### config.mk
export PLATFORM = sky130hd
export DESIGN_NAME = mspid_mul
export DESIGN_NICKNAME = d
export VERILOG_FILES = /design/src/sv/mspid_pkg.sv /design/src/sv/mspid_mul.sv
export SDC_FILE = /design/constraint.sdc
export NUM_CORES = 2
export LEC_CHECK = 0
export CAP_MARGIN = 25
export CORE_UTILIZATION = 52
export DETAILED_ROUTE_END_ITERATION = 7
export DONT_BUFFER_PORTS = 1
export MAX_ROUTING_LAYER = met4
export PLACE_DENSITY = 0.73
export SETUP_SLACK_MARGIN = 0.4
export SLEW_MARGIN = 20
export SYNTH_ARGS = -nofsm -noshare
export SYNTH_HDL_FRONTEND = slang
export SYNTH_SLANG_ARGS = --single-unit
### constraint.sdc
create_clock -name clk_i -period 8.74 [get_ports clk_i]
set_input_delay 0 -clock clk_i [delete_from_list [all_inputs] [get_ports clk_i]]
set_output_delay 0 -clock clk_i [all_outputs]
set_load 0.02 [all_outputs]
### src/sv/mspid_pkg.sv
`default_nettype none
// ----------------------------------------------------------------------------
// mspid_pkg
// Types, widths and constants shared by the motor speed PID step block.
// ----------------------------------------------------------------------------
package mspid_pkg;

  localparam int unsigned VAL_W    = 32;
  localparam int unsigned CNT_W    = 16;
  localparam int unsigned GAIN_W   = 24;
  localparam int unsigned BOUND_W  = 31;
  localparam int unsigned ESIGN_W  = 2;
  localparam int unsigned PWM_W    = 16;
  localparam int unsigned MAG_W    = 17;
  localparam int unsigned APB_DW   = 32;
  localparam int unsigned PADDR_W  = 5;
  localparam int unsigned REG_IW   = 3;

  // shared multiplier: signed A x signed B
  localparam int unsigned MUL_AW   = 34;
  localparam int unsigned MUL_BW   = 25;
  localparam int unsigned MUL_PW   = MUL_AW + MUL_BW;
  localparam int unsigned ACC_W    = MUL_PW + 1;

  // constant-divisor divider, DIV_STEP quotient bits per cycle
  localparam int unsigned DIV_NW    = 44;
  localparam int unsigned DIV_DW    = 10;
  localparam int unsigned DIV_STEP  = 4;
  localparam int unsigned DIV_CYC   = DIV_NW / DIV_STEP;
  localparam int unsigned DIV_CNT_W = $clog2(DIV_CYC + 1);

  localparam int unsigned MS_PER_S = 1000;
  localparam logic [PWM_W-1:0] PWM_MIN = PWM_W'(10);
  localparam logic [MAG_W-1:0] MAG_ONE = MAG_W'(1) << 16;
  localparam logic [VAL_W-1:0] VAL_MAX = {1'b0, {(VAL_W-1){1'b1}}};
  localparam logic [VAL_W-1:0] VAL_MIN = {1'b1, {(VAL_W-1){1'b0}}};

  localparam logic [GAIN_W-1:0]  RST_GAIN   = '0;
  localparam logic [BOUND_W-1:0] RST_BOUND  = BOUND_W'(65536);
  localparam logic [GAIN_W-1:0]  RST_CTS    = GAIN_W'(65536);
  localparam logic [ESIGN_W-1:0] RST_ESIGN  = ESIGN_W'(1);
  localparam logic               RST_POL    = 1'b1;
  localparam logic [PWM_W-1:0]   RST_PERIOD = PWM_W'(1000);

  typedef enum logic [REG_IW-1:0] {
    REG_GAIN_P   = 3'd0,
    REG_GAIN_I   = 3'd1,
    REG_GAIN_D   = 3'd2,
    REG_BOUND    = 3'd3,
    REG_CTS      = 3'd4,
    REG_ESIGN    = 3'd5,
    REG_POLARITY = 3'd6,
    REG_PERIOD   = 3'd7
  } reg_idx_e;

  typedef struct packed {
    logic [GAIN_W-1:0]  gain_p;
    logic [GAIN_W-1:0]  gain_i;
    logic [GAIN_W-1:0]  gain_d;
    logic [BOUND_W-1:0] bound;
    logic [GAIN_W-1:0]  cts;
    logic [ESIGN_W-1:0] esign;
    logic               polarity;
    logic [PWM_W-1:0]   period;
  } cfg_t;

  typedef struct packed {
    logic              start;
    logic [DIV_NW-1:0] dividend;
    logic [DIV_DW-1:0] divisor;
  } div_req_t;

  typedef enum logic [4:0] {
    ST_IDLE,
    ST_MEAS_MUL,
    ST_MEAS,
    ST_ERROR,
    ST_INC_MUL,
    ST_INC_DIV,
    ST_INC_WAIT,
    ST_INTEG,
    ST_DIF_MUL,
    ST_DIF_DIV,
    ST_DIF_WAIT,
    ST_DERIV,
    ST_GAIN_P,
    ST_GAIN_I,
    ST_GAIN_D,
    ST_SUM,
    ST_CLAMP,
    ST_PWM,
    ST_FIN
  } state_e;

endpackage
`default_nettype wire

### src/sv/mspid_mul.sv
`default_nettype none
// ----------------------------------------------------------------------------
// mspid_mul
// Shared signed multiplier with a registered product.
// ----------------------------------------------------------------------------
module mspid_mul (
  input  wire logic                                  clk_i,
  input  wire logic signed [mspid_pkg::MUL_AW-1:0]   a_i,
  input  wire logic signed [mspid_pkg::MUL_BW-1:0]   b_i,
  output      logic signed [mspid_pkg::MUL_PW-1:0]   prod_o
);
  import mspid_pkg::*;

  logic signed [MUL_PW-1:0] prod_d;
  logic signed [MUL_PW-1:0] prod_q;

  assign prod_d = a_i * b_i;

  always_ff @(posedge clk_i) begin
    prod_q <= prod_d;
  end

  assign prod_o = prod_q;

endmodule
`default_nettype wire

==> summary.md <==
The run finished with clean final reports. During synthesis, Yosys emitted a total of 0 warnings. At the worst endpoint, the required time is 9.01 ns.

The weighted congestion at the end of routability-driven global placement was 0.9351. Synthesis produced a netlist with a net count of 4388. In the final layout, the share of cells above drive strength 1 is 1.073%. Yosys mapped a number of flops with a built-in enable equal to 0. TritonCTS built the clock tree. For the pin with the worst max-slew slack, the measured transition is 0.8556 ns. By area, the combinational part of the netlist is dominated by adder cells. The largest area contributor in the synthesized netlist is fa_1. At the end of the flow, the number of nets in the layout was 4248.

The setup TNS was 0 ns; the maximum number of pins on one net before global-route repair was 36. The largest single stage delay on the critical path is 0.78 ns. The average wire per cell in the routed design was 19.10 microns. The adder-cell share of the synthesized area is 62.26%. At the worst endpoint, the arrival time is 7.67 ns. Once detailed placement completed, the half-perimeter wirelength came to 61270 microns. The first global-routing pass estimated 125100 microns of wire. The flip-flop count of the largest register, all copies and words added is 59.

A synthesized cell averages 9.385 sq um. The number of max-cap violations came out at 0. The tools report the launch point of the worst path as a_i[33]. The synthesized netlist occupies a cell area of 31010 sq um.

The die extent in x works out to 246.2 microns. Summing over every cut layer, the via total after detailed routing is 21114. In the synthesized netlist the async set-or-reset flop fraction comes to 0%. The tools report the total CTS buffers as 9. The tools report the number of distinct library cells after synthesis as 55. The maximum buffer depth of the clock tree was 2; the final period utilization was 84.75%. For the hold violation total from the final report, the log shows 0.

The number of global-route vias before repair was 23339; the total clock sinks was 59. Traced cell by cell, the critical path runs through nand2_1, inv_1, fa_1, fa_1, inv_1, fa_1, inv_1, fa_1, fa_1, fa_1, inv_1, fa_1, inv_1, ha_1, nand4_1, nor4_1, nand3_1, a311oi_2, o21ai_1, o2111ai_1, a21oi_1, xnor2_1. The clock transition at the registers of the reported paths works out to 0.06 ns.

The commonest cells after synthesis are 865 x fa_1, 814 x inv_1, 440 x nand2_1. The logs give 1 for the number of antenna violations at the first check in global routing and 119 for the number of I/O pins. The logs give 0.1350 GHz for the maximum clock frequency and 59020 sq um for the core box area.

The average vias per placed instance was 5.355. Worst relative slew slack: 42.89%. Sequential cells were found to cover 3.809% of the synthesized design area. For the number of buffers inserted by post-CTS setup repair, the log shows 0.

fa_1 is the most common cell in the netlist. The worst hold path begins at b_i[1]. In the post-synthesis netlist, the biggest area contributors are fa_1 56%, inv_1 9.9%, and2_1 8.6%. The clock period minus worst slack is 7.407 ns. Setup repair after global routing left no endpoint under its margin.

The worst setup path is captured at a register. The growth of design area from synthesis to finish works out to 2.518%. By startpoint and endpoint, the worst setup path is classified as in2reg.

The number of gates resized after cts is 0, and the simple-gate share of the synthesized area is 15.81%. The layout has 5355 filler cells. After detailed routing, the number of remaining DRC violations is 0. The cell with the largest stage delay on the worst path was fa_1. The count of nets left with antenna violations once routing finished came out at 0. Row generation in the floorplan step produced 89 rows.

The number of iterations in the first detailed-routing pass is 6, and the total global-route track usage is 27.61%. In this run the vertical extent of the chip is 246.2 microns. In the synthesized netlist, mux cells make up 0.06860% of the area. The path class of the tightest hold or removal check is in2reg.

The cell that appears most often on the critical path is fa_1. Register bit total from synthesis: 59. The most used flip-flop cell after synthesis is dfxtp_1. Port buffering added 0 buffers. The worst setup path is launched from an input port.

The number of levels in the clock H-tree is 3. The count of pins over their slew limit is 0, and the xor/xnor share of the synthesized area is 1.921%. Summed over all layers, the global routing overflow is 0. After clock tree synthesis, the flow added hold-fix buffers numbering 7. The first-iteration detailed-routing DRC count was 1148; the total length of routed wires was 75330 microns. The number of instances in the synthesized netlist was 3304. The synthesized netlist devotes 4.342% of its cell area to compound gates. Of all nets on the critical path, the largest fanout is 25. The logs give 60610 sq um for the area of the die and 52.54% for the starting utilization of the core area.

Setup violations remaining at the end of the flow were counted as 0. The proportion of netlist area held by the largest area contributor came out at 55.84%. Clock root buffer: clkbuf_16.
-- per-stage QoR --
step                worst slack [ns]  cell area, sq um  hold WS, ns  utilization, %  cells
finish                         1.333             31790      0.03134           53.86   3943
global route                   1.080             31790      0.04741           53.86   3943
CTS                            1.373             31770      0.02336           53.83   3941
detailed placement             1.014             31380       0.1286           53.16   3918
global placement              0.9938             31380       0.1292           53.16   3918
floorplan                      2.476             31010       0.1273               -   3304
-- worst paths after layout --
path	endpoint	depth (start not counted)	slack, ns
hold / removal	prod_o[2]	3	0.03
setup / recovery	prod_o[56]	22	1.33
-- area by class of cell --
class	instances	area, sq um	area share [%]
clock inverter	7	100.1	0.3149
tap	773	967.2	3.042
sequential	59	1181	3.716
clock buffer	9	225.2	0.7085
antenna	1	2.502	0.007872
multi-input combinational	2272	26170	82.33
timing repair buffer	8	85.08	0.2676
inverter	814	3055	9.612
-- per-layer routing --
metal	wire length (microns)	GRT usage (%)	up-vias	part of all wire (%)
met1	29660	34.66	11125	39
met3	4398	3.824	144	5.8
met5	0	-	-	0
met4	2756	10.07	0	3.7
met2	38510	45.61	676	51
li1	-	-	9169	-
-- cell families (layout without fill, tap and decap cells) --
family                     Yosys count  in the layout
buffers and inverters              973            838
AOI/OAI and AO/OA                  204            204
and+or+nand+nor                    974            974
other                                0              1
adders and majority gates         1024           1024
DFF                                 59             59
xor gates and xnor gates            68             68
muxes                                2              2
-- layout by cell type, fill, tap and decap left out, drive strengths merged, types with 2 or more instances in the layout --
| master | Yosys | final |
|---|---|---|
| a211o | 2 | 2 |
| a211oi | 6 | 6 |
| a21boi | 4 | 4 |
| a21o | 27 | 27 |
| a21oi | 70 | 70 |
| a221o | 3 | 3 |
| a311oi | 2 | 2 |
| a31oi | 9 | 9 |
| and2 | 425 | 425 |
| and3 | 4 | 4 |
| bufinv | 0 | 2 |
| clkbuf | 157 | 9 |
| clkinv | 0 | 4 |
| dfxtp | 59 | 59 |
| dlygate4sd3 | 0 | 7 |
| fa | 865 | 865 |
| ha | 159 | 159 |
| inv | 814 | 815 |
| nand2 | 440 | 440 |
| nand2b | 8 | 8 |
| nand3 | 16 | 16 |
| nand4 | 10 | 10 |
| nor2 | 28 | 28 |
| nor2b | 28 | 28 |
| nor3 | 6 | 6 |
| nor4 | 3 | 3 |
| o2111ai | 4 | 4 |
| o211ai | 6 | 6 |
| o21a | 8 | 8 |
| o21ai | 42 | 42 |
| o21bai | 10 | 10 |
| o311ai | 2 | 2 |
| o31ai | 4 | 4 |
| or3 | 3 | 3 |
| xnor2 | 48 | 48 |
| xor2 | 20 | 20 |
-- critical path, delay by kind of cell --
family | cells | cell delay, ns
buffers and inverters | 5 | 0.49
adders and majority gates | 8 | 4.40
AOI/OAI and AO/OA | 4 | 1.48
xor gates and xnor gates | 1 | 0.13
and+or+nand+nor | 4 | 1.14
Power is left out: the tool's default activity adds up to more than one toggle a clock period on the data nets, which glitch-free logic cannot reach.
