==> src/sv/mspid_pkg.sv <==
`default_nettype none
// ----------------------------------------------------------------------------
// mspid_pkg
// Types, widths and constants shared by the motor speed PID step block.
// ----------------------------------------------------------------------------
package mspid_pkg;

  localparam int unsigned VAL_W    = 32;
  localparam int unsigned CNT_W    = 16;
  localparam int unsigned GAIN_W   = 24;
  localparam int unsigned BOUND_W  = 31;
  localparam int unsigned ESIGN_W  = 2;
  localparam int unsigned PWM_W    = 16;
  localparam int unsigned MAG_W    = 17;
  localparam int unsigned APB_DW   = 32;
  localparam int unsigned PADDR_W  = 5;
  localparam int unsigned REG_IW   = 3;

  // shared multiplier: signed A x signed B
  localparam int unsigned MUL_AW   = 34;
  localparam int unsigned MUL_BW   = 25;
  localparam int unsigned MUL_PW   = MUL_AW + MUL_BW;
  localparam int unsigned ACC_W    = MUL_PW + 1;

  // constant-divisor divider, DIV_STEP quotient bits per cycle
  localparam int unsigned DIV_NW    = 44;
  localparam int unsigned DIV_DW    = 10;
  localparam int unsigned DIV_STEP  = 4;
  localparam int unsigned DIV_CYC   = DIV_NW / DIV_STEP;
  localparam int unsigned DIV_CNT_W = $clog2(DIV_CYC + 1);

  localparam int unsigned MS_PER_S = 1000;
  localparam logic [PWM_W-1:0] PWM_MIN = PWM_W'(10);
  localparam logic [MAG_W-1:0] MAG_ONE = MAG_W'(1) << 16;
  localparam logic [VAL_W-1:0] VAL_MAX = {1'b0, {(VAL_W-1){1'b1}}};
  localparam logic [VAL_W-1:0] VAL_MIN = {1'b1, {(VAL_W-1){1'b0}}};

  localparam logic [GAIN_W-1:0]  RST_GAIN   = '0;
  localparam logic [BOUND_W-1:0] RST_BOUND  = BOUND_W'(65536);
  localparam logic [GAIN_W-1:0]  RST_CTS    = GAIN_W'(65536);
  localparam logic [ESIGN_W-1:0] RST_ESIGN  = ESIGN_W'(1);
  localparam logic               RST_POL    = 1'b1;
  localparam logic [PWM_W-1:0]   RST_PERIOD = PWM_W'(1000);

  typedef enum logic [REG_IW-1:0] {
    REG_GAIN_P   = 3'd0,
    REG_GAIN_I   = 3'd1,
    REG_GAIN_D   = 3'd2,
    REG_BOUND    = 3'd3,
    REG_CTS      = 3'd4,
    REG_ESIGN    = 3'd5,
    REG_POLARITY = 3'd6,
    REG_PERIOD   = 3'd7
  } reg_idx_e;

  typedef struct packed {
    logic [GAIN_W-1:0]  gain_p;
    logic [GAIN_W-1:0]  gain_i;
    logic [GAIN_W-1:0]  gain_d;
    logic [BOUND_W-1:0] bound;
    logic [GAIN_W-1:0]  cts;
    logic [ESIGN_W-1:0] esign;
    logic               polarity;
    logic [PWM_W-1:0]   period;
  } cfg_t;

  typedef struct packed {
    logic              start;
    logic [DIV_NW-1:0] dividend;
    logic [DIV_DW-1:0] divisor;
  } div_req_t;

  typedef enum logic [4:0] {
    ST_IDLE,
    ST_MEAS_MUL,
    ST_MEAS,
    ST_ERROR,
    ST_INC_MUL,
    ST_INC_DIV,
    ST_INC_WAIT,
    ST_INTEG,
    ST_DIF_MUL,
    ST_DIF_DIV,
    ST_DIF_WAIT,
    ST_DERIV,
    ST_GAIN_P,
    ST_GAIN_I,
    ST_GAIN_D,
    ST_SUM,
    ST_CLAMP,
    ST_PWM,
    ST_FIN
  } state_e;

endpackage
`default_nettype wire

==> src/sv/mspid_div.sv <==
`default_nettype none
// ----------------------------------------------------------------------------
// mspid_div
// Unsigned restoring divider for narrow divisors, several quotient bits
// per cycle.
// ----------------------------------------------------------------------------
module mspid_div (
  input  wire logic                          clk_i,
  input  wire logic                          rst_ni,
  input  wire mspid_pkg::div_req_t           req_i,
  output      logic                          busy_o,
  output      logic [mspid_pkg::DIV_NW-1:0]  quot_o
);
  import mspid_pkg::*;

  logic                 busy_q;
  logic [DIV_CNT_W-1:0] cnt_q;
  logic [DIV_NW-1:0]    x_q;
  logic [DIV_DW-1:0]    rem_q;
  logic [DIV_DW-1:0]    den_q;

  logic [DIV_NW-1:0]    x_w;
  logic [DIV_DW-1:0]    r_w;
  logic [DIV_DW:0]      r_ext;

  always_comb begin
    x_w   = x_q;
    r_w   = rem_q;
    r_ext = '0;
    for (int k = 0; k < DIV_STEP; k++) begin
      r_ext = {r_w, x_w[DIV_NW-1]};
      x_w   = {x_w[DIV_NW-2:0], 1'b0};
      if (r_ext >= {1'b0, den_q}) begin
        r_ext  = r_ext - {1'b0, den_q};
        x_w[0] = 1'b1;
      end
      r_w = r_ext[DIV_DW-1:0];
    end
  end

  always_ff @(posedge clk_i or negedge rst_ni) begin
    if (!rst_ni) begin
      busy_q <= 1'b0;
      cnt_q  <= '0;
    end else if (req_i.start) begin
      busy_q <= 1'b1;
      cnt_q  <= DIV_CNT_W'(DIV_CYC);
    end else if (busy_q) begin
      cnt_q <= cnt_q - DIV_CNT_W'(1);
      if (cnt_q == DIV_CNT_W'(1)) begin
        busy_q <= 1'b0;
      end
    end
  end

  always_ff @(posedge clk_i) begin
    if (req_i.start) begin
      x_q   <= req_i.dividend;
      rem_q <= '0;
      den_q <= req_i.divisor;
    end else if (busy_q) begin
      x_q   <= x_w;
      rem_q <= r_w;
    end
  end

  assign busy_o = busy_q;
  assign quot_o = x_q;

endmodule
`default_nettype wire

==> config.mk <==
export PLATFORM = sky130hd
export DESIGN_NAME = mspid_div
export DESIGN_NICKNAME = d
export VERILOG_FILES = /design/src/sv/mspid_pkg.sv /design/src/sv/mspid_div.sv
export SDC_FILE = /design/constraint.sdc
export NUM_CORES = 1
export LEC_CHECK = 0
export BUFFER_PORTS_ARGS = -buffer_cell sky130_fd_sc_hd__buf_2
export CAP_MARGIN = 10
export CORE_MARGIN = 2
export CORE_UTILIZATION = 55
export CTS_CLUSTER_DIAMETER = 120
export CTS_CLUSTER_SIZE = 16
export DETAILED_ROUTE_END_ITERATION = 12
export PLACE_DENSITY = 0.8
export SYNTH_ARGS = -nofsm -noshare
export SYNTH_HDL_FRONTEND = slang
export SYNTH_SLANG_ARGS = --single-unit
==> constraint.sdc <==
create_clock -name clk_i -period 12.8 [get_ports clk_i]
set_input_delay 0 -clock clk_i [delete_from_list [all_inputs] [get_ports clk_i]]
set_output_delay 0 -clock clk_i [all_outputs]
set_load 0.005 [all_outputs]
==> results.cfg <==
[floorplan]
start_util_pct = 56.39
num_rows = 35
dieArea_um2 = 10220
chipWidth_um = 101.1
die_y_um = 101.1
core_um2 = 9196
boundaryPins = 102

[placed_design]
io_buffers = 101
dp_hpwl_um = 10310
finalWeightedCongestion = 0.9704

[sta]
setup_viol = 0
setup_tns_ns = 0
finClkSkew_ns = 0.01662
timing.slew.headroom_pct = 28.30
fin_crit_ns = 9.555
hold_viol = 0
fmax_ghz = 0.1047
max_slew.worst_pin.slew_ns = 1.075
rsz0062_at_grt = no
maxSlewViolCount = 0
post-route-period-util_pct = 74.65

[synthesis]
synth_cell_type_count = 63
synth-edff-count = 54
ys.flop_type = edfxtp_1
synth-seq-area-share_pct = 37.54
syn_nets = 590
synth.avg_cell_area_um2 = 10.65
synth_seq_cells = 69
syn_area_um2 = 5186
async_reset_ff_share_pct = 7.246
synthCells = 487
yosysWarnings = 0

[critical_path]
criticalPathCategory = register to register
worst_ep_arrival_time_ns = 9.68
cp_max_fo = 14
critPathBufInv = 4
cpMostUsedCell = a21oi_1
worst_ep_required_time_ns = 12.92
cp_slowest_cell = o21ai_0
cpLargestDelayFamily = compound AO/OA/AOI/OAI gates
critPathCaptureType = register
max_stage_delay_ns = 0.62
cp-start-kind = register

[cts]
cts_sinks = 69
path_clk_slew_ns = 0.10
postCtsHoldBufs = 54
numCtsBuffers = 9
cts_tree = done
insertion_delay_ns = 0.36
ctsResizeCount = 0
cts_setup_buffers = 0
h-tree-depth = 3
cts-root-buf = clkbuf_8
clockBufferDepth = 2

[global_route]
grt_start_max_net_pins = 73
grt_util_all_layers_pct = 31.28
grt_pass1_wl_um = 24010
antenna_found_initial = 2
grt_pass1_vias = 4671
overflow = 0

[detailed_routing]
viasPerCell = 6.175
remaining_drc_errors = 0
drt_iter0_drc = 443
totalWireLength_um = 15880
num_vias = 4656
wl_per_cell_um = 21.06
postRouteAntennaNets = 0
first_pass_iters = 6

[run_status]
status = finished, final reports clean

[flow_run]
max_cap_violations = 0

[final_layout]
area_growth_pct = 25.40
drive_above_1_share_pct = 28.82
finalNetCount = 740

[hold_path]
hold_path.class = primary input to register
-- cells by family after synthesis --
| family | after synthesis | share of synthesized area [%] |
|---|---|---|
| flip-flops | 69 | 37.54 |
| XOR/XNOR | 30 | 5.066 |
| AO/OA/AOI/OAI | 103 | 14.40 |
| buffers and inverters | 64 | 5.452 |
| multiplexers | 64 | 13.87 |
| AND/OR/NAND/NOR | 111 | 11.99 |
| adder cells (fa/ha/maj) | 46 | 11.68 |
-- worst reg2reg max path: cells and delay by family, from the launching register on --
family / cells / cell delay [ns]
flops: 1 / 0.38
simple gates: 9 / 2.05
fa+ha+maj: 4 / 1.32
compound gates: 17 / 4.37
mux: 2 / 0.69
buf+inv: 4 / 0.52
-- Yosys cell counts, drive strengths merged (2+ instances only) --
library cell | count | area [um2]
edfxtp | 54 | 1622
mux2 | 50 | 566.8
inv | 47 | 176.4
ha | 42 | 525.5
a21oi | 26 | 148.9
nand2 | 22 | 85.09
xnor2 | 21 | 183.9
nor2 | 20 | 82.58
o21ai | 20 | 107.6
mux2i | 14 | 152.6
a21o | 12 | 90.09
nand2b | 12 | 82.58
o31ai | 11 | 82.58
dfxtp | 10 | 200.2
nor3b | 10 | 75.07
a41oi | 9 | 78.83
clkbuf | 9 | 33.78
nand3 | 9 | 45.04
nand4 | 9 | 56.30
xor2 | 9 | 78.83
buf | 8 | 72.56
nor2b | 7 | 43.79
dfrtp | 5 | 125.1
nor3 | 5 | 25.02
a21boi | 4 | 45.04
fa | 4 | 80.08
a31oi | 3 | 18.77
and2 | 3 | 18.77
nor4 | 3 | 18.77
o211ai | 3 | 27.52
or4 | 3 | 22.52
a211oi | 2 | 15.01
a221oi | 2 | 17.52
a41o | 2 | 20.02
nand4bb | 2 | 22.52
o21a | 2 | 15.01
o311a | 2 | 20.02
or2 | 2 | 12.52
-- final cells by class --
type                    instances  area, um2
inverters                      47      176.4
diodes                          1      2.502
repair buffers                156       1054
clock buffers                   9      123.9
flip-flops and latches         69       1947
multi-input cells             354       2957
fillers                       647       2693
well taps                     111      138.9
clock inverters                 7      105.1
-- path summary, 6_finish.rpt --
kind | endpoint | cells after the start | from | slack, ns
hold / removal | quot_o[3]$_DFFE_PP_ | 2 | req_i[13] | 0.05
setup reg to reg | quot_o[0]$_DFFE_PP_ | 36 | den_q[6]$_DFFE_PP_ | 3.24
hold reg to reg | cnt_q[1]$_DFFE_PN0P_ | 2 | cnt_q[1]$_DFFE_PN0P_ | 0.55
setup / recovery | quot_o[0]$_DFFE_PP_ | 36 | den_q[6]$_DFFE_PP_ | 3.24
max in group asynchronous | busy_o$_DFF_PN0_ | 3 | rst_ni | 12.04
min in group asynchronous | cnt_q[2]$_DFFE_PN0P_ | 3 | rst_ni | 0.55
-- through the flow --
step	utilization [%]	area, um2	hold slack (ns)	std cells	setup WS (ns)
2_1_floorplan	-	5186	-0.2956	487	5.062
3_3_place_gp	62.33	5732	-0.1798	683	3.779
3_5_place_dp	62.33	5732	-0.1800	683	3.461
4_1_cts	70.69	6501	0.01529	753	3.433
5_1_grt	70.72	6504	0.03423	754	2.572
6_report	70.72	6504	0.04574	754	3.245
-- sequential cells by signal, summed over array words and instances (netlist names) --
| signal | count |
|---|---|
| busy_o | 1 |
| den_q | 10 |
| rem_q | 10 |
| quot_o | 44 |
| cnt_q | 4 |
-- metal layers --
layer | wire length [um] | GRT usage, % | vias to the layer above
met5 | 13 | 0 | -
met4 | 899 | 18.30 | 2
met3 | 1167 | 5.270 | 84
met2 | 7879 | 53.54 | 266
met1 | 5923 | 36.98 | 2203
li1 | - | - | 2101
-- layout by cell type, fill, tap and decap left out, types with 10 or more instances in the layout --
master	instances
buf_2	101
edfxtp_1	54
dlygate4sd3_1	54
mux2_2	49
inv_1	47
ha_1	42
a21oi_1	23
nand2_1	21
xnor2_1	21
nor2_1	19
o21ai_0	13
mux2i_1	13
a21o_1	12
nand2b_1	11
o31ai_1	11
nor3b_1	10
dfxtp_1	10
Power is not shown: default switching activity piles up to over one toggle a cycle in this logic, so the estimate is an artifact.
