**config.mk**
```make
export PLATFORM = sky130hd
export DESIGN_NAME = mspid_regs
export DESIGN_NICKNAME = d
export VERILOG_FILES = /design/src/sv/mspid_pkg.sv /design/src/sv/mspid_regs.sv
export SDC_FILE = /design/constraint.sdc
export NUM_CORES = 1
export LEC_CHECK = 0
export BUFFER_PORTS_ARGS = -buffer_cell sky130_fd_sc_hd__clkbuf_2
export CAP_MARGIN = 20
export CELL_PAD_IN_SITES_DETAIL_PLACEMENT = 0
export CELL_PAD_IN_SITES_GLOBAL_PLACEMENT = 1
export CORE_MARGIN = 5
export CORE_UTILIZATION = 36
export DETAILED_ROUTE_END_ITERATION = 6
export PLACE_DENSITY = 0.73
export REMOVE_ABC_BUFFERS = 1
export SYNTH_ARGS = -nofsm -noshare
export SYNTH_HDL_FRONTEND = slang
export SYNTH_SLANG_ARGS = --single-unit
```
**constraint.sdc**
```tcl
create_clock -name clk_i -period 1.4 [get_ports clk_i]
set_input_delay 0.21 -clock clk_i [delete_from_list [all_inputs] [get_ports clk_i]]
set_output_delay 0.21 -clock clk_i [all_outputs]
set_load 0.01 [all_outputs]
```
**src/sv/mspid_pkg.sv**
```systemverilog
`default_nettype none
// ----------------------------------------------------------------------------
// mspid_pkg
// Types, widths and constants shared by the motor speed PID step block.
// ----------------------------------------------------------------------------
package mspid_pkg;

  localparam int unsigned VAL_W    = 32;
  localparam int unsigned CNT_W    = 16;
  localparam int unsigned GAIN_W   = 24;
  localparam int unsigned BOUND_W  = 31;
  localparam int unsigned ESIGN_W  = 2;
  localparam int unsigned PWM_W    = 16;
  localparam int unsigned MAG_W    = 17;
  localparam int unsigned APB_DW   = 32;
  localparam int unsigned PADDR_W  = 5;
  localparam int unsigned REG_IW   = 3;

  // shared multiplier: signed A x signed B
  localparam int unsigned MUL_AW   = 34;
  localparam int unsigned MUL_BW   = 25;
  localparam int unsigned MUL_PW   = MUL_AW + MUL_BW;
  localparam int unsigned ACC_W    = MUL_PW + 1;

  // constant-divisor divider, DIV_STEP quotient bits per cycle
  localparam int unsigned DIV_NW    = 44;
  localparam int unsigned DIV_DW    = 10;
  localparam int unsigned DIV_STEP  = 4;
  localparam int unsigned DIV_CYC   = DIV_NW / DIV_STEP;
  localparam int unsigned DIV_CNT_W = $clog2(DIV_CYC + 1);

  localparam int unsigned MS_PER_S = 1000;
  localparam logic [PWM_W-1:0] PWM_MIN = PWM_W'(10);
  localparam logic [MAG_W-1:0] MAG_ONE = MAG_W'(1) << 16;
  localparam logic [VAL_W-1:0] VAL_MAX = {1'b0, {(VAL_W-1){1'b1}}};
  localparam logic [VAL_W-1:0] VAL_MIN = {1'b1, {(VAL_W-1){1'b0}}};

  localparam logic [GAIN_W-1:0]  RST_GAIN   = '0;
  localparam logic [BOUND_W-1:0] RST_BOUND  = BOUND_W'(65536);
  localparam logic [GAIN_W-1:0]  RST_CTS    = GAIN_W'(65536);
  localparam logic [ESIGN_W-1:0] RST_ESIGN  = ESIGN_W'(1);
  localparam logic               RST_POL    = 1'b1;
  localparam logic [PWM_W-1:0]   RST_PERIOD = PWM_W'(1000);

  typedef enum logic [REG_IW-1:0] {
    REG_GAIN_P   = 3'd0,
    REG_GAIN_I   = 3'd1,
    REG_GAIN_D   = 3'd2,
    REG_BOUND    = 3'd3,
    REG_CTS      = 3'd4,
    REG_ESIGN    = 3'd5,
    REG_POLARITY = 3'd6,
    REG_PERIOD   = 3'd7
  } reg_idx_e;

  typedef struct packed {
    logic [GAIN_W-1:0]  gain_p;
    logic [GAIN_W-1:0]  gain_i;
    logic [GAIN_W-1:0]  gain_d;
    logic [BOUND_W-1:0] bound;
    logic [GAIN_W-1:0]  cts;
    logic [ESIGN_W-1:0] esign;
    logic               polarity;
    logic [PWM_W-1:0]   period;
  } cfg_t;

  typedef struct packed {
    logic              start;
    logic [DIV_NW-1:0] dividend;
    logic [DIV_DW-1:0] divisor;
  } div_req_t;

  typedef enum logic [4:0] {
    ST_IDLE,
    ST_MEAS_MUL,
    ST_MEAS,
    ST_ERROR,
    ST_INC_MUL,
    ST_INC_DIV,
    ST_INC_WAIT,
    ST_INTEG,
    ST_DIF_MUL,
    ST_DIF_DIV,
    ST_DIF_WAIT,
    ST_DERIV,
    ST_GAIN_P,
    ST_GAIN_I,
    ST_GAIN_D,
    ST_SUM,
    ST_CLAMP,
    ST_PWM,
    ST_FIN
  } state_e;

endpackage
`default_nettype wire

```
**src/sv/mspid_regs.sv**
```systemverilog
`default_nettype none
// ----------------------------------------------------------------------------
// mspid_regs
// APB configuration register file: gains, clamp, scaling, encoder sign, polarity and PWM period.
// ----------------------------------------------------------------------------
module mspid_regs (
  input  wire logic                           clk_i,
  input  wire logic                           rst_ni,
  input  wire logic                           psel,
  input  wire logic                           penable,
  input  wire logic                           pwrite,
  input  wire logic [mspid_pkg::PADDR_W-1:0]  paddr,
  input  wire logic [mspid_pkg::APB_DW-1:0]   pwdata,
  output      logic [mspid_pkg::APB_DW-1:0]   prdata,
  output      logic                           pready,
  output      mspid_pkg::cfg_t                cfg_o
);
  import mspid_pkg::*;

  cfg_t     cfg_q;
  reg_idx_e idx;
  logic     wr_en;

  assign idx    = reg_idx_e'(paddr[PADDR_W-1:2]);
  assign wr_en  = psel && penable && pwrite;
  assign pready = 1'b1;

  always_ff @(posedge clk_i or negedge rst_ni) begin
    if (!rst_ni) begin
      cfg_q.gain_p   <= RST_GAIN;
      cfg_q.gain_i   <= RST_GAIN;
      cfg_q.gain_d   <= RST_GAIN;
      cfg_q.bound    <= RST_BOUND;
      cfg_q.cts      <= RST_CTS;
      cfg_q.esign    <= RST_ESIGN;
      cfg_q.polarity <= RST_POL;
      cfg_q.period   <= RST_PERIOD;
    end else if (wr_en) begin
      case (idx)
        REG_GAIN_P:   cfg_q.gain_p   <= pwdata[GAIN_W-1:0];
        REG_GAIN_I:   cfg_q.gain_i   <= pwdata[GAIN_W-1:0];
        REG_GAIN_D:   cfg_q.gain_d   <= pwdata[GAIN_W-1:0];
        REG_BOUND:    cfg_q.bound    <= pwdata[BOUND_W-1:0];
        REG_CTS:      cfg_q.cts      <= pwdata[GAIN_W-1:0];
        REG_ESIGN:    cfg_q.esign    <= pwdata[ESIGN_W-1:0];
        REG_POLARITY: cfg_q.polarity <= pwdata[0];
        REG_PERIOD:   cfg_q.period   <= pwdata[PWM_W-1:0];
        default: ;
      endcase
    end
  end

  always_comb begin
    case (idx)
      REG_GAIN_P:   prdata = APB_DW'(cfg_q.gain_p);
      REG_GAIN_I:   prdata = APB_DW'(cfg_q.gain_i);
      REG_GAIN_D:   prdata = APB_DW'(cfg_q.gain_d);
      REG_BOUND:    prdata = APB_DW'(cfg_q.bound);
      REG_CTS:      prdata = APB_DW'(cfg_q.cts);
      REG_ESIGN:    prdata = APB_DW'(cfg_q.esign);
      REG_POLARITY: prdata = APB_DW'(cfg_q.polarity);
      REG_PERIOD:   prdata = APB_DW'(cfg_q.period);
      default:      prdata = '0;
    endcase
  end

  assign cfg_o = cfg_q;

endmodule
`default_nettype wire

```
==> qor.yml, run 1 <==
start_kind: "register"
grt_usage: 0.197
avgSynthCellArea_um2: 13.3
combPwrFrac: 0.286
finalHoldViolCount: 0
cts.path.max_buffers: 2
cts_root_buffer: "clkbuf_16"
drv_slew: 0
drt-total-wl_mm: 21.2
period_minus_slack_ps: 1820
power_density_nw_per_um2: 1460
grt_pass1_wl_mm: 33.6
hold_class: "input pin to register"
num-fill-cells: 1610
synth_seq_cells: 146
htreeDepth: 4
pin_count: 221
p_seq_frac: 0.393
timing.final.crit_share: 1.30
synth_top_family_by_area: "multiplexers"
place.port_buffers: 215
dp.cells: 986
initial_core_util: 0.364
grt_start_max_net_pins: 43
drc: 0
clock_latency_ps: 410
synth_area_um2: 6800
insertedDiodeCount: 0
synthXorXnorAreaFrac: 0
antenna_found_initial: 0
fmax_ghz: 0.550
status: "finished with violations"
synth-simple-area-share: 0.0547
ys_types: 34
muxShareOfSynthArea: 0.320
holdWs_ps: 22.9
p_switching_uw: 4440
areaGrowthSynthToFinish_pct: 46.6
drt-pass1-iter-count: 4
cts.sinks: 146
clk_pin_slew_ps: 60
fin_ws_ps: -417
worstPathArrival_ps: 1610
setup_viol: 28
fp-row-count: 50
multi_input_area_um2: 3040
gp_congestion: 0.803
worstSetupEndpointType: "output port"
gr-total-overflow: 0
total_leakage_power_uw: 0.00507
largest_reg_flops: 146
synth-adder-area-share: 0
setup_tns_ps: -5460
switching_share: 0.306
grt_pass1_vias: 6033
skew_ps: 0
synth_edf_count: 0
seqCellArea_um2: 3670
violations: "setup timing"
p_clk_frac: 0.321
die_w_um: 147
vias: 5464
final_layout_size_suffix_gt1_frac: 0.667
cts_tree: "built"
ant_nets: 0
synth-compound-area-share: 0.0517
final_core_util: 0.534
fin_total_pwr_uw: 14500
vias_per_cell: 5.03
synth_warnings: 0
crit_required_ps: 1190
critical_path_class: "register to output port"
numCtsBuffers: 17
critPathMaxFanout: 2
fp.dieArea_um2: 21700
p_int_uw: 10100
synthArstFlopShare: 1.00
dp_hpwl_mm: 15.1
fp.coreArea_um2: 18600
vdd_drop_max_mv: 0.833
postSynthCellCount: 510
routedWlPerCell_um: 19.5
cap_viol_max_count: 0
final_cells: 1087
synth-main-ff-cell: "dfrtp_1"
yosysSeqAreaShare: 0.539
die_h_um: 147
rsz0062_at_grt: "true"
drt-initial-drc-count: 245
nets: 882
cell usage after synthesis (2+ instances only):
cell type | count | area, µm²
mux2_2 | 122 | 1370
nor2_1 | 43 | 161
dfrtp_1 | 136 | 3400
inv_1 | 5 | 18.8
a31oi_1 | 4 | 25.0
buf_2 | 16 | 80.1
mux2_4 | 20 | 300
mux2i_1 | 32 | 320
buf_4 | 7 | 52.6
and2_1 | 8 | 50.1
buf_6 | 3 | 33.8
conb_1 | 2 | 7.51
mux4_2 | 6 | 135
buf_1 | 4 | 15.0
mux2_1 | 4 | 45.0
nand2_1 | 7 | 26.3
a211oi_1 | 15 | 113
a211o_1 | 4 | 35.0
nand3_1 | 5 | 25.0
nor2_2 | 2 | 12.5
nand2b_1 | 4 | 25.0
dfstp_2 | 10 | 263
o21ai_0 | 5 | 25.0
nor2b_1 | 3 | 18.8
clkbuf_1 | 5 | 18.8
a21oi_1 | 29 | 145
or3_1 | 2 | 12.5
worst max-delay path, cell delays in order (launching register included):
cell      delay, ps
dfrtp_1         380
mux4_2          480
nor2_1          100
a31oi_1          70
clkbuf_2        160
cell type report:
| class | instances | share of cell area |
|---|---|---|
| timing repair buffer | 346 | 0.234 |
| clock inverter | 14 | 0.0168 |
| multi-input combinational | 323 | 0.306 |
| sequential | 146 | 0.368 |
| clock buffer | 18 | 0.0441 |
| tap | 234 | 0.0294 |
| inverter | 6 | 0.00239 |
per-stage QoR:
step,instance area [µm²],setup slack (ps)
2_1_floorplan,6600,-897
3_3_place_gp,8640,-291
3_5_place_dp,8640,-288
4_1_cts,9800,-425
5_1_grt,9960,-496
6_report,9960,-417
timing repair:
| item | in CTS | in global routing |
|---|---|---|
| setup endpoints to repair | 32 | 26 |
| hold buffers | 2 | 0 |
| hold endpoints to repair | 30 | 0 |
| pin swaps | 27 | 6 |
| setup buffers | 54 | 13 |
| cloned | 1 | 0 |
| gates resized for setup | 28 | 23 |
power groups by stage:
stage               logic [µW]  registers, µW  clock network [µW]
floorplan                 1280           6090                   0
detailed placement        3390           5860                   0
finish                    4150           5710                4660
CTS                       4040           5680                4770
global route              4490           5810                4950
global placement          3330           5820                   0
logic make-up after synthesis:
family | count (synthesis)
AO/OA/AOI/OAI | 58
flip-flops | 146
multiplexers | 184
buffers and inverters | 41
other | 2
AND/OR/NAND/NOR | 79
routing by layer:
layer / vias to the layer above / wire length (µm) / GRT usage
li1: 2488 / - / -
met1: 2782 / 8610 / 0.234
met2: 170 / 11100 / 0.349
met3: 24 / 1150 / 0.0558
met4: 0 / 318 / 0.0568
met5: - / 0 / 0
placed cells by master (no fill, tap or decap), types with 3 or more instances in the layout:
| cell | n |
|---|---|
| nor2_1 | 39 |
| o21ai_1 | 3 |
| a31oi_1 | 4 |
| a21oi_1 | 24 |
| dfrtp_1 | 136 |
| mux2_4 | 20 |
| a211oi_1 | 3 |
| mux4_2 | 6 |
| a211oi_2 | 12 |
| buf_12 | 14 |
| buf_2 | 8 |
| inv_6 | 6 |
| clkbuf_16 | 18 |
| mux2i_1 | 32 |
| and2_1 | 7 |
| nand2_1 | 6 |
| nor2_4 | 4 |
| a21oi_2 | 5 |
| inv_1 | 3 |
| a211o_1 | 4 |
| nor2b_1 | 3 |
| clkbuf_2 | 202 |
| buf_6 | 5 |
| mux2_2 | 122 |
| buf_4 | 111 |
| dfstp_2 | 10 |
| mux2_1 | 4 |
| nand3_1 | 5 |
final timing paths:
check,from,endpoint,slack (ps),cells past startpoint
min in group asynchronous,rst_ni,cfg_o[79]$_DFFE_PN0P_,280,2
max reg2reg,cfg_o[118]$_DFFE_PN0P_,cfg_o[118]$_DFFE_PN0P_,380,3
min,pwdata[25],cfg_o[68]$_DFFE_PN0P_,20,2
max in group asynchronous,rst_ni,cfg_o[59]$_DFFE_PN1P_,470,3
max,cfg_o[56]$_DFFE_PN0P_,prdata[13],-420,4
min reg2reg,cfg_o[69]$_DFFE_PN0P_,cfg_o[69]$_DFFE_PN0P_,530,1
Note: power is estimated with default switching activity, not from simulation.
==> run 2, diff against run 1 <==
--- a/config.mk
+++ b/config.mk
@@ -6,13 +6,12 @@
 export NUM_CORES = 1
 export LEC_CHECK = 0
 export BUFFER_PORTS_ARGS = -buffer_cell sky130_fd_sc_hd__clkbuf_2
-export CAP_MARGIN = 20
 export CELL_PAD_IN_SITES_DETAIL_PLACEMENT = 0
 export CELL_PAD_IN_SITES_GLOBAL_PLACEMENT = 1
 export CORE_MARGIN = 5
-export CORE_UTILIZATION = 36
+export CORE_UTILIZATION = 25
 export DETAILED_ROUTE_END_ITERATION = 6
-export PLACE_DENSITY = 0.73
+export PLACE_DENSITY = 0.53
 export REMOVE_ABC_BUFFERS = 1
 export SYNTH_ARGS = -nofsm -noshare
 export SYNTH_HDL_FRONTEND = slang
==> run 2 against run 1 <==
  * The flow still finishes with violations (setup timing)
  * Final cell count rose by 11%
  * Critical path depth did not move
  * Sequential share of layout area fell by 0.72 points
  * Worst setup slack improved by 41 ps
  * Sequential power barely moved
  * Count of clock-buffer cells in the layout rose by 1
  * Power rose by 1.2%
  * Global-route usage fell by 4.5 points
  * Design area rose by 2.0%
  * Non-clock buffer count rose by 12
  * Hold slack improved by 3.9 ps
  * Flip-flop and latch count did not move
==> qor.yml, run 2 (synthesis gave the netlist of run 1 again) <==
status: "finished with violations"  # unchanged
violations: "setup timing"  # unchanged
setup_viol: 28  # unchanged
nets: 894  # was 882
fp.coreArea_um2: 26900  # was 18,600 µm²
grt_usage: 0.152  # was 0.197
fp.dieArea_um2: 30600  # was 21,700 µm²
holdPathStages: 2  # unchanged
finalHoldViolCount: 0  # unchanged
hp-start: "pwdata[28]"  # was pwdata[25]
largest_reg_flops: 146  # unchanged
start_kind: "register"  # unchanged
regToRegSetupSlack_ps: 380  # about the same
seqCellArea_um2: 3670  # unchanged
clk_pin_slew_ps: 60  # about the same
fin_total_pwr_uw: 14700  # was 14,500 µW
initial_core_util: 0.253  # was 0.364
p_int_uw: 10200  # was 10,100 µW
crit_required_ps: 1190  # about the same
vias: 5451  # was 5,464
dp_hpwl_mm: 16.2  # was 15.1 mm
timing.final.crit_share: 1.27  # was 1.30
fmax_ghz: 0.563  # was 0.550 GHz
hold_class: "input pin to register"  # unchanged
grt_pass1_wl_mm: 36.2  # was 33.6 mm
insertedDiodeCount: 0  # unchanged
p_switching_uw: 4500  # was 4440 µW
vdd_drop_max_mv: 0.811  # was 0.833 mV
setup_tns_ps: -5570  # was -5460 ps
mostFrequentLayoutCells: "clkbuf_2 (195), dfrtp_1 (136), buf_4 (124)"  # was clkbuf_2 (202), dfrtp_1 (136), mux2_2 (122)
skew_ps: 0  # unchanged
drt-pass1-iter-count: 5  # was 4
cap_viol_max_count: 0  # unchanged
drv_slew: 0  # unchanged
power_density_nw_per_um2: 1450  # was 1460 nW/µm²
rr_worst_depth: 3  # unchanged
p_clk_frac: 0.320  # was 0.321
routedWlPerCell_um: 19.4  # was 19.5 µm
ant_nets: 0  # unchanged
drt-initial-drc-count: 152  # was 245
cts.path.max_buffers: 2  # unchanged
htreeDepth: 4  # unchanged
period_minus_slack_ps: 1780  # was 1820 ps
antenna_found_initial: 0  # unchanged
num-fill-cells: 2626  # was 1,610
cts_tree: "built"  # unchanged
die_h_um: 175  # was 147 µm
place.port_buffers: 215  # unchanged
min_to: "cfg_o[71]$_DFFE_PN0P_"  # was cfg_o[68]$_DFFE_PN0P_
worstPathArrival_ps: 1570  # was 1610 ps
fp-row-count: 60  # was 50
vias_per_cell: 4.52  # was 5.03
grt_start_max_net_pins: 52  # was 43
final_layout_size_suffix_gt1_frac: 0.677  # was 0.667
drt-total-wl_mm: 23.4  # was 21.2 mm
critPathMaxFanout: 2  # unchanged
cts_root_buffer: "clkbuf_16"  # unchanged
total_leakage_power_uw: 0.00512  # was 0.00507 µW
pin_count: 221  # unchanged
die_w_um: 175  # was 147 µm
clock_latency_ps: 410  # about the same
grt_pass1_vias: 5965  # was 6,033
cts.sinks: 146  # unchanged
critical_path_class: "register to output port"  # unchanged
numCtsBuffers: 17  # unchanged
worstSetupEndpointType: "output port"  # unchanged
multi_input_area_um2: 3050  # was 3040 µm²
gr-total-overflow: 0  # unchanged
drc: 0  # unchanged
areaGrowthSynthToFinish_pct: 49.5  # was 46.6%
switching_share: 0.307  # was 0.306
timing.rr.end: "cfg_o[49]$_DFFE_PN0P_"  # was cfg_o[118]$_DFFE_PN0P_
final_common_cell: "clkbuf_2"  # unchanged
reg2reg_from: "cfg_o[49]$_DFFE_PN0P_"  # was cfg_o[118]$_DFFE_PN0P_
holdWs_ps: 26.8  # was 22.9 ps
gp_congestion: 0.760  # was 0.803
fin_ws_ps: -376  # was -417 ps
rsz0062_at_grt: "true"  # unchanged
combPwrFrac: 0.292  # was 0.286
p_seq_frac: 0.388  # was 0.393
## run 2: per-stage QoR
step | std cells | instance area [µm²] | util | worst slack [ps]
4_1_cts | 1187 | 9930 | 0.370 | -411
3_3_place_gp | 1100 | 8820 | 0.328 | -408
3_5_place_dp | 1100 | 8820 | 0.328 | -427
6_report | 1206 | 10200 | 0.378 | -376
5_1_grt | 1206 | 10200 | 0.378 | -450
2_1_floorplan | 475 | 6600 | - | -897
## run 2: area by class of cell
cell class,instances,area share
multi-input combinational,323,0.300
sequential,146,0.361
inverter,6,0.00234
clock inverter,13,0.0147
timing repair buffer,358,0.236
tap,341,0.0420
clock buffer,19,0.0446
## run 2: worst max-delay path: stages, from the launching register on
cell	delay [ps]
dfrtp_1	390
mux4_2	480
nor2_2	90
a31oi_1	50
clkbuf_2	140
## run 2: worst max path at each step
stage	from	to	slack [ps]	cells past startpoint
finish	cfg_o[56]$_DFFE_PN0P_	prdata[13]	-380	4
global route	cfg_o[16]$_DFFE_PN1P_	prdata[0]	-450	5
CTS	cfg_o[56]$_DFFE_PN0P_	prdata[13]	-410	4
detailed placement	paddr[4]	prdata[10]	-430	7
global placement	paddr[4]	prdata[10]	-410	7
floorplan	pwrite	cfg_o[43]$_DFFE_PN0P_	-900	3
## run 2: power groups by stage
| stage | clock [µW] | combinational (µW) | sequential, µW |
|---|---|---|---|
| after floorplan | 0 | 1280 | 6090 |
| after global placement | 0 | 3450 | 5840 |
| after detailed placement | 0 | 3490 | 5870 |
| after CTS | 4820 | 4120 | 5700 |
| after global routing | 4990 | 4660 | 5800 |
| final | 4700 | 4290 | 5700 |
## run 2: per-layer routing
layer | share of wire | global-route usage | vias up | wire length [µm]
met3 | 0.060 | 0.0433 | 27 | 1390
met1 | 0.43 | 0.189 | 2733 | 10200
met2 | 0.49 | 0.261 | 174 | 11500
met4 | 0.015 | 0.0390 | 0 | 350
met5 | 0 | 0 | - | 0
li1 | - | - | 2517 | -
## run 2: repair_timing
item | CTS | global route
pin swaps | 24 | 6
hold endpoints to repair | 25 | 0
hold buffers | 1 | 0
buffers inserted | 54 | 20
setup endpoints to repair | 33 | 35
gates resized for setup | 30 | 38
